`src/hdl/imhpq_pkg.sv`:
```
`default_nettype none

package imhpq_pkg;

    localparam int CAPACITY_DEF      = 64;
    localparam int KEY_SPACE_DEF     = 64;
    localparam int PRIORITY_BITS_DEF = 16;

    localparam int KEY_BITS      = 6;
    localparam int PRI_WORD_BITS = 16;
    localparam int COUNT_BITS    = 7;

    localparam logic [1:0] REQ_INSERT  = 2'd0;
    localparam logic [1:0] REQ_EXTRACT = 2'd1;
    localparam logic [1:0] REQ_CHANGE  = 2'd2;

    typedef enum logic [2:0] {
        STAT_OK     = 3'd0,
        STAT_EMPTY  = 3'd1,
        STAT_FULL   = 3'd2,
        STAT_ABSENT = 3'd3,
        STAT_DUP    = 3'd4
    } status_t;

    typedef struct packed {
        logic [1:0]                      req_type;
        logic [KEY_BITS-1:0]             key_id;
        logic signed [PRI_WORD_BITS-1:0] priority_req;
    } req_word_t;

    typedef struct packed {
        logic [KEY_BITS-1:0]             out_key;
        logic signed [PRI_WORD_BITS-1:0] out_priority;
        status_t                         status;
        logic [COUNT_BITS-1:0]           entry_count;
    } rsp_word_t;

endpackage

`default_nettype wire

```
`src/hdl/imhpq_ram.sv`:
```
`default_nettype none

module imhpq_ram #(
    parameter int WIDTH = 8,
    parameter int DEPTH = 64
) (
    input  wire logic                     clk,
    input  wire logic                     wr_en,
    input  wire logic [$clog2(DEPTH)-1:0] wr_addr,
    input  wire logic [WIDTH-1:0]         wr_data,
    input  wire logic [$clog2(DEPTH)-1:0] rd_addr,
    output logic [WIDTH-1:0]              rd_data
);

    logic [WIDTH-1:0] mem [DEPTH];

    always_ff @(posedge clk)
    begin
        if (wr_en)
        begin
            mem[wr_addr] <= wr_data;
        end
        rd_data <= mem[rd_addr];
    end

endmodule

`default_nettype wire

```
`src/hdl/indexed_min_heap_priority_queue.sv`:
```
// A request that only checks goes from acceptance through S_FIN to the registered result
// word; an insert or a rise toward the root steps through S_UP and S_UPW for each level, and
// a sift toward the leaves through S_DN, S_DNL, S_DNR (only when a right child exists) and
// S_DNC for each level. One request is worked at a time; a full sift is paced by the single
// read port of the heap memory, read once per child. Reset clears the entry count and the
// key-present flags at once; the memories need no clearing, and the block is then idle.
`default_nettype none

module indexed_min_heap_priority_queue
    import imhpq_pkg::*;
#(
    parameter int CAPACITY      = CAPACITY_DEF,
    parameter int KEY_SPACE     = KEY_SPACE_DEF,
    parameter int PRIORITY_BITS = PRIORITY_BITS_DEF
) (
    input  wire logic      clk,
    input  wire logic      rst_n,
    input  wire logic      req_valid,
    output logic           req_stall,
    input  wire req_word_t req_word,
    output logic           rsp_valid,
    input  wire logic      rsp_stall,
    output rsp_word_t      rsp_word
);

    localparam int PW = $clog2(CAPACITY);
    localparam int CW = $clog2(CAPACITY + 1);
    localparam int KW = $clog2(KEY_SPACE);
    localparam int PB = PRIORITY_BITS;
    localparam int HW = PB + KEY_BITS;
    localparam int LW = PW + 2;

    typedef enum logic [11:0] {
        S_IDLE = 12'b000000000001,
        S_UP   = 12'b000000000010,
        S_UPW  = 12'b000000000100,
        S_EX0  = 12'b000000001000,
        S_EX1  = 12'b000000010000,
        S_DN   = 12'b000000100000,
        S_DNL  = 12'b000001000000,
        S_DNR  = 12'b000010000000,
        S_DNC  = 12'b000100000000,
        S_CH0  = 12'b001000000000,
        S_CH1  = 12'b010000000000,
        S_FIN  = 12'b100000000000
    } state_t;

    state_t                  state_reg, state_next;
    logic [CW-1:0]           count_reg, count_next;
    logic [KEY_SPACE-1:0]    present_reg, present_next;
    logic                    rsp_valid_reg, rsp_valid_next;
    rsp_word_t               rsp_word_reg, rsp_word_next;
    logic [KEY_BITS-1:0]     key_reg, key_next;
    logic signed [PB-1:0]    pri_reg, pri_next;
    logic [PW-1:0]           idx_reg, idx_next;
    logic [KEY_BITS-1:0]     cur_key_reg, cur_key_next;
    logic signed [PB-1:0]    cur_pri_reg, cur_pri_next;
    logic [KEY_BITS-1:0]     left_key_reg, left_key_next;
    logic signed [PB-1:0]    left_pri_reg, left_pri_next;
    logic [KEY_BITS-1:0]     right_key_reg, right_key_next;
    logic signed [PB-1:0]    right_pri_reg, right_pri_next;
    logic                    has_r_reg, has_r_next;
    status_t                 status_reg, status_next;
    logic [KEY_BITS-1:0]     okey_reg, okey_next;
    logic signed [PRI_WORD_BITS-1:0] opri_reg, opri_next;

    logic                    heap_we;
    logic [PW-1:0]           heap_wa;
    logic [HW-1:0]           heap_wd;
    logic [PW-1:0]           heap_ra;
    logic [HW-1:0]           heap_rd;
    logic                    pos_we;
    logic [KW-1:0]           pos_wa;
    logic [PW-1:0]           pos_wd;
    logic [KW-1:0]           pos_ra;
    logic [PW-1:0]           pos_rd;

    logic signed [PB-1:0]    rd_pri;
    logic [KEY_BITS-1:0]     rd_key;
    logic [PW-1:0]           parent;
    logic [LW-1:0]           lchild;
    logic [LW-1:0]           rchild;
    logic [LW-1:0]           count_ext;
    logic                    in_range;
    logic                    is_present;
    logic                    accept;
    logic [PW-1:0]           m_idx;
    logic [KEY_BITS-1:0]     m_key;
    logic signed [PB-1:0]    m_pri;

    imhpq_ram #(
        .WIDTH(HW),
        .DEPTH(CAPACITY)
    ) u_heap_ram (
        .clk     (clk),
        .wr_en   (heap_we),
        .wr_addr (heap_wa),
        .wr_data (heap_wd),
        .rd_addr (heap_ra),
        .rd_data (heap_rd)
    );

    imhpq_ram #(
        .WIDTH(PW),
        .DEPTH(KEY_SPACE)
    ) u_pos_ram (
        .clk     (clk),
        .wr_en   (pos_we),
        .wr_addr (pos_wa),
        .wr_data (pos_wd),
        .rd_addr (pos_ra),
        .rd_data (pos_rd)
    );

    assign rd_pri     = heap_rd[PB-1:0];
    assign rd_key     = heap_rd[HW-1:PB];
    assign parent     = PW'((idx_reg - 1'b1) >> 1);
    assign lchild     = {1'b0, idx_reg, 1'b1};
    assign rchild     = lchild + 1'b1;
    assign count_ext  = LW'(count_reg);
    assign in_range   = 32'(req_word.key_id) < KEY_SPACE;
    assign is_present = in_range && present_reg[KW'(req_word.key_id)];
    assign req_stall  = (state_reg != S_IDLE);
    assign accept     = req_valid && !req_stall;
    assign rsp_valid  = rsp_valid_reg;
    assign rsp_word   = rsp_word_reg;

    always_comb
    begin
        m_idx = idx_reg;
        m_key = cur_key_reg;
        m_pri = cur_pri_reg;
        if (left_pri_reg < m_pri)
        begin
            m_idx = PW'(lchild);
            m_key = left_key_reg;
            m_pri = left_pri_reg;
        end
        if (has_r_reg && (right_pri_reg < m_pri))
        begin
            m_idx = PW'(rchild);
            m_key = right_key_reg;
            m_pri = right_pri_reg;
        end
    end

    always_comb
    begin
        state_next     = state_reg;
        count_next     = count_reg;
        present_next   = present_reg;
        rsp_valid_next = rsp_valid_reg;
        rsp_word_next  = rsp_word_reg;
        key_next       = key_reg;
        pri_next       = pri_reg;
        idx_next       = idx_reg;
        cur_key_next   = cur_key_reg;
        cur_pri_next   = cur_pri_reg;
        left_key_next  = left_key_reg;
        left_pri_next  = left_pri_reg;
        right_key_next = right_key_reg;
        right_pri_next = right_pri_reg;
        has_r_next     = has_r_reg;
        status_next    = status_reg;
        okey_next      = okey_reg;
        opri_next      = opri_reg;
        heap_we        = 1'b0;
        heap_wa        = idx_reg;
        heap_wd        = {cur_key_reg, cur_pri_reg};
        heap_ra        = '0;
        pos_we         = 1'b0;
        pos_wa         = KW'(cur_key_reg);
        pos_wd         = idx_reg;
        pos_ra         = '0;

        if (rsp_valid_reg && !rsp_stall)
        begin
            rsp_valid_next = 1'b0;
        end

        unique case (state_reg)
            S_IDLE:
            begin
                if (accept)
                begin
                    key_next    = req_word.key_id;
                    pri_next    = PB'(req_word.priority_req);
                    status_next = STAT_OK;
                    okey_next   = '0;
                    opri_next   = '0;
                    state_next  = S_FIN;
                    unique case (req_word.req_type)
                        REQ_INSERT:
                        begin
                            if (!in_range)
                            begin
                                status_next = STAT_ABSENT;
                            end
                            else if (is_present)
                            begin
                                status_next = STAT_DUP;
                            end
                            else if (count_reg == CW'(CAPACITY))
                            begin
                                status_next = STAT_FULL;
                            end
                            else
                            begin
                                cur_key_next = req_word.key_id;
                                cur_pri_next = PB'(req_word.priority_req);
                                idx_next     = PW'(count_reg);
                                present_next[KW'(req_word.key_id)] = 1'b1;
                                count_next   = count_reg + 1'b1;
                                state_next   = S_UP;
                            end
                        end
                        REQ_EXTRACT:
                        begin
                            if (count_reg == '0)
                            begin
                                status_next = STAT_EMPTY;
                            end
                            else
                            begin
                                heap_ra    = '0;
                                state_next = S_EX0;
                            end
                        end
                        REQ_CHANGE:
                        begin
                            if (!is_present)
                            begin
                                status_next = STAT_ABSENT;
                            end
                            else
                            begin
                                pos_ra     = KW'(req_word.key_id);
                                state_next = S_CH0;
                            end
                        end
                        default:
                        begin
                            state_next = S_FIN;
                        end
                    endcase
                end
            end
            S_UP:
            begin
                if (idx_reg == '0)
                begin
                    heap_we    = 1'b1;
                    pos_we     = 1'b1;
                    state_next = S_FIN;
                end
                else
                begin
                    heap_ra    = parent;
                    state_next = S_UPW;
                end
            end
            S_UPW:
            begin
                heap_we = 1'b1;
                pos_we  = 1'b1;
                if (rd_pri > cur_pri_reg)
                begin
                    heap_wd    = heap_rd;
                    pos_wa     = KW'(rd_key);
                    idx_next   = parent;
                    state_next = S_UP;
                end
                else
                begin
                    state_next = S_FIN;
                end
            end
            S_EX0:
            begin
                okey_next  = rd_key;
                opri_next  = PRI_WORD_BITS'(rd_pri);
                present_next[KW'(rd_key)] = 1'b0;
                count_next = count_reg - 1'b1;
                heap_ra    = PW'(count_reg - 1'b1);
                if (count_reg == CW'(1))
                begin
                    state_next = S_FIN;
                end
                else
                begin
                    state_next = S_EX1;
                end
            end
            S_EX1:
            begin
                cur_key_next = rd_key;
                cur_pri_next = rd_pri;
                idx_next     = '0;
                state_next   = S_DN;
            end
            S_DN:
            begin
                if (lchild >= count_ext)
                begin
                    heap_we    = 1'b1;
                    pos_we     = 1'b1;
                    state_next = S_FIN;
                end
                else
                begin
                    heap_ra    = PW'(lchild);
                    state_next = S_DNL;
                end
            end
            S_DNL:
            begin
                left_key_next = rd_key;
                left_pri_next = rd_pri;
                if (rchild < count_ext)
                begin
                    heap_ra    = PW'(rchild);
                    has_r_next = 1'b1;
                    state_next = S_DNR;
                end
                else
                begin
                    has_r_next = 1'b0;
                    state_next = S_DNC;
                end
            end
            S_DNR:
            begin
                right_key_next = rd_key;
                right_pri_next = rd_pri;
                state_next     = S_DNC;
            end
            S_DNC:
            begin
                heap_we = 1'b1;
                pos_we  = 1'b1;
                if (m_idx == idx_reg)
                begin
                    state_next = S_FIN;
                end
                else
                begin
                    heap_wd    = {m_key, m_pri};
                    pos_wa     = KW'(m_key);
                    idx_next   = m_idx;
                    state_next = S_DN;
                end
            end
            S_CH0:
            begin
                idx_next   = pos_rd;
                heap_ra    = pos_rd;
                state_next = S_CH1;
            end
            S_CH1:
            begin
                cur_key_next = key_reg;
                cur_pri_next = pri_reg;
                if (rd_pri < pri_reg)
                begin
                    state_next = S_DN;
                end
                else
                begin
                    state_next = S_UP;
                end
            end
            S_FIN:
            begin
                if (!rsp_valid_reg || !rsp_stall)
                begin
                    rsp_valid_next            = 1'b1;
                    rsp_word_next.out_key      = okey_reg;
                    rsp_word_next.out_priority = opri_reg;
                    rsp_word_next.status       = status_reg;
                    rsp_word_next.entry_count  = COUNT_BITS'(count_reg);
                    state_next                 = S_IDLE;
                end
            end
            default:
            begin
                state_next = S_IDLE;
            end
        endcase
    end

    always_ff @(posedge clk or negedge rst_n)
    begin
        if (!rst_n)
        begin
            state_reg     <= S_IDLE;
            count_reg     <= '0;
            present_reg   <= '0;
            rsp_valid_reg <= 1'b0;
        end
        else
        begin
            state_reg     <= state_next;
            count_reg     <= count_next;
            present_reg   <= present_next;
            rsp_valid_reg <= rsp_valid_next;
        end
    end

    always_ff @(posedge clk)
    begin
        rsp_word_reg  <= rsp_word_next;
        key_reg       <= key_next;
        pri_reg       <= pri_next;
        idx_reg       <= idx_next;
        cur_key_reg   <= cur_key_next;
        cur_pri_reg   <= cur_pri_next;
        left_key_reg  <= left_key_next;
        left_pri_reg  <= left_pri_next;
        right_key_reg <= right_key_next;
        right_pri_reg <= right_pri_next;
        has_r_reg     <= has_r_next;
        status_reg    <= status_next;
        okey_reg      <= okey_next;
        opri_reg      <= opri_next;
    end

endmodule

`default_nettype wire
```
`config.mk`:
```
export PLATFORM = sky130hd
export DESIGN_NAME = indexed_min_heap_priority_queue
export DESIGN_NICKNAME = d
export VERILOG_FILES = /design/src/hdl/imhpq_pkg.sv /design/src/hdl/imhpq_ram.sv /design/src/hdl/indexed_min_heap_priority_queue.sv
export SDC_FILE = /design/constraint.sdc
export NUM_CORES = 2
export LEC_CHECK = 0
export BUFFER_PORTS_ARGS = -buffer_cell sky130_fd_sc_hd__buf_2
export CAP_MARGIN = 10
export CORE_MARGIN = 4
export CORE_UTILIZATION = 55
export DETAILED_ROUTE_END_ITERATION = 8
export HOLD_SLACK_MARGIN = 0.1
export PLACE_DENSITY = 0.71
export SYNTH_ARGS = -nofsm -noshare
export SYNTH_HDL_FRONTEND = slang
export SYNTH_SLANG_ARGS = --single-unit
```
`constraint.sdc`:
```
create_clock -name clk -period 15 [get_ports clk]
set_clock_uncertainty 0.05 [all_clocks]
set_input_delay 1.5 -clock clk [delete_from_list [all_inputs] [get_ports clk]]
set_output_delay 1.5 -clock clk [all_outputs]
set_load 0.02 [all_outputs]
```
==> results.py <==
metrics = {
    "critical_path": {
        "worstSetupPathType": "reg -> reg",
        "reg2reg_to": "u_pos_ram.mem[56][1]",
        "rr_worst_depth": 23,
        "r2r-start": "cur_pri_reg[6]",
        "critPathLaunchType": "flip-flop",
        "reg2reg_setup_slack_ns": 6.20,
        "crit_fanout": 66,
        "cp.arrival_ns": 9.18,
        "worst_setup_path_end_kind": "flip-flop",
        "required_ns": 15.38,
    },
    "sta": {
        "setup_tns_ns": 0,
        "relSlewSlack_pct": 22.2,
        "finalSetupViolCount": 0,
        "min_period_ns": 8.80,
        "fmax_mhz": 114,
        "fin_crit_sh_pct": 58.7,
        "rsz0062_at_grt": "no",
        "timing.final.hold_violations": 0,
        "slew_viol_final": 0,
        "tightest_slew_ns": 1.16,
    },
    "floorplan": {
        "die_w_um": 401,
        "io_pins": 62,
        "die_area_mm2": 0.161,
        "core_mm2": 0.154,
        "rows": 144,
        "initial_core_util_pct": 55.3,
        "die_h_um": 401,
    },
    "final_layout": {
        "seqCellArea_mm2": 0.0610,
        "fillerInstances": 11300,
        "layout.nets": 6350,
        "largest_register_ffs": 1408,
        "fin_util_pct": 61.3,
        "drive_above_1_share_pct": 10.9,
        "area_delta_synth_final_pct": 10.9,
        "multi_input_area_mm2": 0.0227,
    },
    "clock_tree": {
        "root_buffer": "clkbuf_16",
        "cts_buffer_depth": 3,
        "clk_latency_ns": 0.83,
        "post-cts-setup-buffer-count": 0,
        "cts_buffers": 198,
        "cts.sinks": 2056,
        "cts-hold-fix-buffers": 0,
        "clk_pin_slew_worst_paths_ns": 0.07,
        "cts_tree": "done",
        "cts.htree.levels": 4,
        "cts-resized-gates": 0,
    },
    "yosys": {
        "netlist.area_leader.share_pct": 68.6,
        "netlist-cell-type-count": 99,
        "synth-seq-cells": 2056,
        "netlist_area_mm2": 0.0852,
        "avgSynthCellArea_um2": 13.7,
        "synth_most_common_cell": "edfxtp_1",
        "ys_warn_count": 0,
        "synth_nets": 6344,
        "ys.flop_type": "edfxtp_1",
        "yosysSeqAreaShare_pct": 71.7,
        "synth_edf_count": 1944,
        "synth_common_cells": "edfxtp_1, nand2_1, nand3_1",
        "yosys-top-cells-area": "edfxtp_1, nand2_1, nand3_1",
        "synthCells": 6236,
        "yosysTopAreaCell": "edfxtp_1",
        "synthArstFlopShare_pct": 4.09,
    },
    "placed_design": {
        "io_buffers": 61,
        "dp_hpwl_um": 138000,
        "gp_congestion": 0.942,
    },
    "grt": {
        "grt_max_degree": 206,
        "top_usage_layer": "met2",
        "grt_overflow_total": 0,
        "grt_pass1_vias": 53000,
        "grt_pass1_wl_um": 350000,
        "use_met3_pct": 6.25,
        "met1_usage_pct": 41.2,
        "grt_usage_pct": 28.9,
        "met2_usage_pct": 44.0,
        "antenna_found_initial": 9,
    },
    "drt": {
        "vias": 56000,
        "ant_nets": 0,
        "drcViolationCount": 0,
        "wl_per_cell_um": 28.2,
        "dr.pass1.iters": 7,
        "wl_um": 238000,
        "drt_iter0_markers": 8170,
        "viasPerCell": 6.62,
    },
    "hold_path": {
        "hp-class": "reg -> reg",
        "min_to": "rsp_word[8]",
        "holdCritStartpoint": "status_reg[1]",
        "min_delay_path_depth": 0,
    },
    "pwr": {
        "powerDensity_mw_per_mm2": 135,
        "p_comb_share_pct": 10.4,
        "ir_worst_vdd_uv": 121,
        "netSwitchingFraction_pct": 25.2,
        "p_leak_nw": 31.3,
        "internal_power_w": 0.00955,
        "clockPowerShare_pct": 38.2,
        "netSwitchingPower_w": 0.00322,
        "seqPwrFrac_pct": 51.4,
    },
    "status": {
        "status": "completed",
    },
    "flow_run": {
        "maxCapViolations": 0,
    },
}
[cell type report]
cell class | count | share of cell area [%]
Antenna cell | 4 | 0.0106
Multi-Input combinational cell | 3695 | 24.0
Clock buffer | 263 | 5.68
Timing Repair Buffer | 209 | 1.62
Inverter | 82 | 0.326
Clock inverter | 100 | 0.996
Sequential cell | 2056 | 64.6
Tap cell | 2044 | 2.71
[cells in the final DEF (no fill, tap or decap), types with 58 or more instances in the layout]
cell type  instances
a21oi_1          236
a31oi_1          100
a32oi_1           73
and3_1            87
buf_2             60
buf_4            140
clkbuf_16        201
dfrtp_1           83
edfxtp_1        1944
ha_1              80
inv_1             76
mux2i_1          144
nand2_1          965
nand3_1          506
nand4_1          108
nor2_1           194
nor3_1            58
o21ai_0          258
[power groups by stage]
| stage | Combinational [W] | Sequential (W) | Clock [W] |
|---|---|---|---|
| floorplan | 0.000789 | 0.00663 | 0 |
| global placement | 0.00128 | 0.00667 | 0 |
| detailed placement | 0.00130 | 0.00667 | 0 |
| CTS | 0.00130 | 0.00655 | 0.00492 |
| global route | 0.00142 | 0.00657 | 0.00518 |
| finish | 0.00133 | 0.00656 | 0.00488 |
[per-stage QoR]
stage / std cells / instance area (µm²) / total power, W / setup slack [ns] / hold WS (ns)
after CTS: 8447 / 94400 / 0.0128 / 6.26 / 0.369
after global routing: 8450 / 94400 / 0.0132 / 5.71 / 0.380
after detailed placement: 8084 / 88100 / 0.00797 / 6.32 / 0.355
after global placement: 8084 / 88100 / 0.00795 / 6.43 / 0.352
final: 8453 / 94400 / 0.0128 / 6.20 / 0.368
after floorplan: 6236 / 85200 / 0.00742 / 7.56 / 0.350
[how the worst max path moves through the flow]
stage                         startpoint              endpoint  slack [ns]
after detailed placement  cur_pri_reg[6]  u_pos_ram.mem[56][2]        6.32
after CTS                 cur_pri_reg[6]  u_pos_ram.mem[56][1]        6.26
after floorplan           cur_pri_reg[6]  u_pos_ram.mem[41][0]        7.56
final                     cur_pri_reg[6]  u_pos_ram.mem[56][1]        6.20
after global routing      cur_pri_reg[6]  u_pos_ram.mem[56][2]        5.71
after global placement    cur_pri_reg[6]  u_pos_ram.mem[56][1]        6.43
[metal layers]
layer  part of all wire [%]  vias to the layer above
li1                       -                    24000
met5                 0.0092                        -
met4                    4.4                        4
met1                     39                    27700
met2                     45                     3646
met3                     11                      587
[critical path: stages (launching register included)]
cell and delay, ns:
edfxtp_1 0.40, inv_1 0.12, ha_1 0.25, a21o_1 0.18, a21oi_1 0.24, o211ai_1 0.17
a2111o_1 0.58, xor2_2 0.45, buf_4 0.38, nor2_1 0.07, a21oi_1 0.24, ha_1 0.19
a21oi_1 0.06, o21a_1 0.17, o2111ai_1 0.28, o21ai_0 0.14, o311a_1 0.24, a21oi_2 0.50
o21ai_2 0.23, a211o_1 0.59, o32a_1 0.56, inv_2 0.81, nand2b_1 0.81, nor2_1 0.67
[logic make-up (layout without fill, tap and decap cells)]
kind of cell	Yosys count	in the layout	synth area share, %
buffers and inverters	485	654	2.32
muxes	233	233	3.61
other	0	4	0
DFF	2056	2056	71.7
AOI/OAI and AO/OA	1162	1162	9.18
and+or+nand+nor	2198	2198	11.8
xor gates and xnor gates	22	22	0.226
adders and majority gates	80	80	1.18
Note: power is estimated with default switching activity, not from simulation.
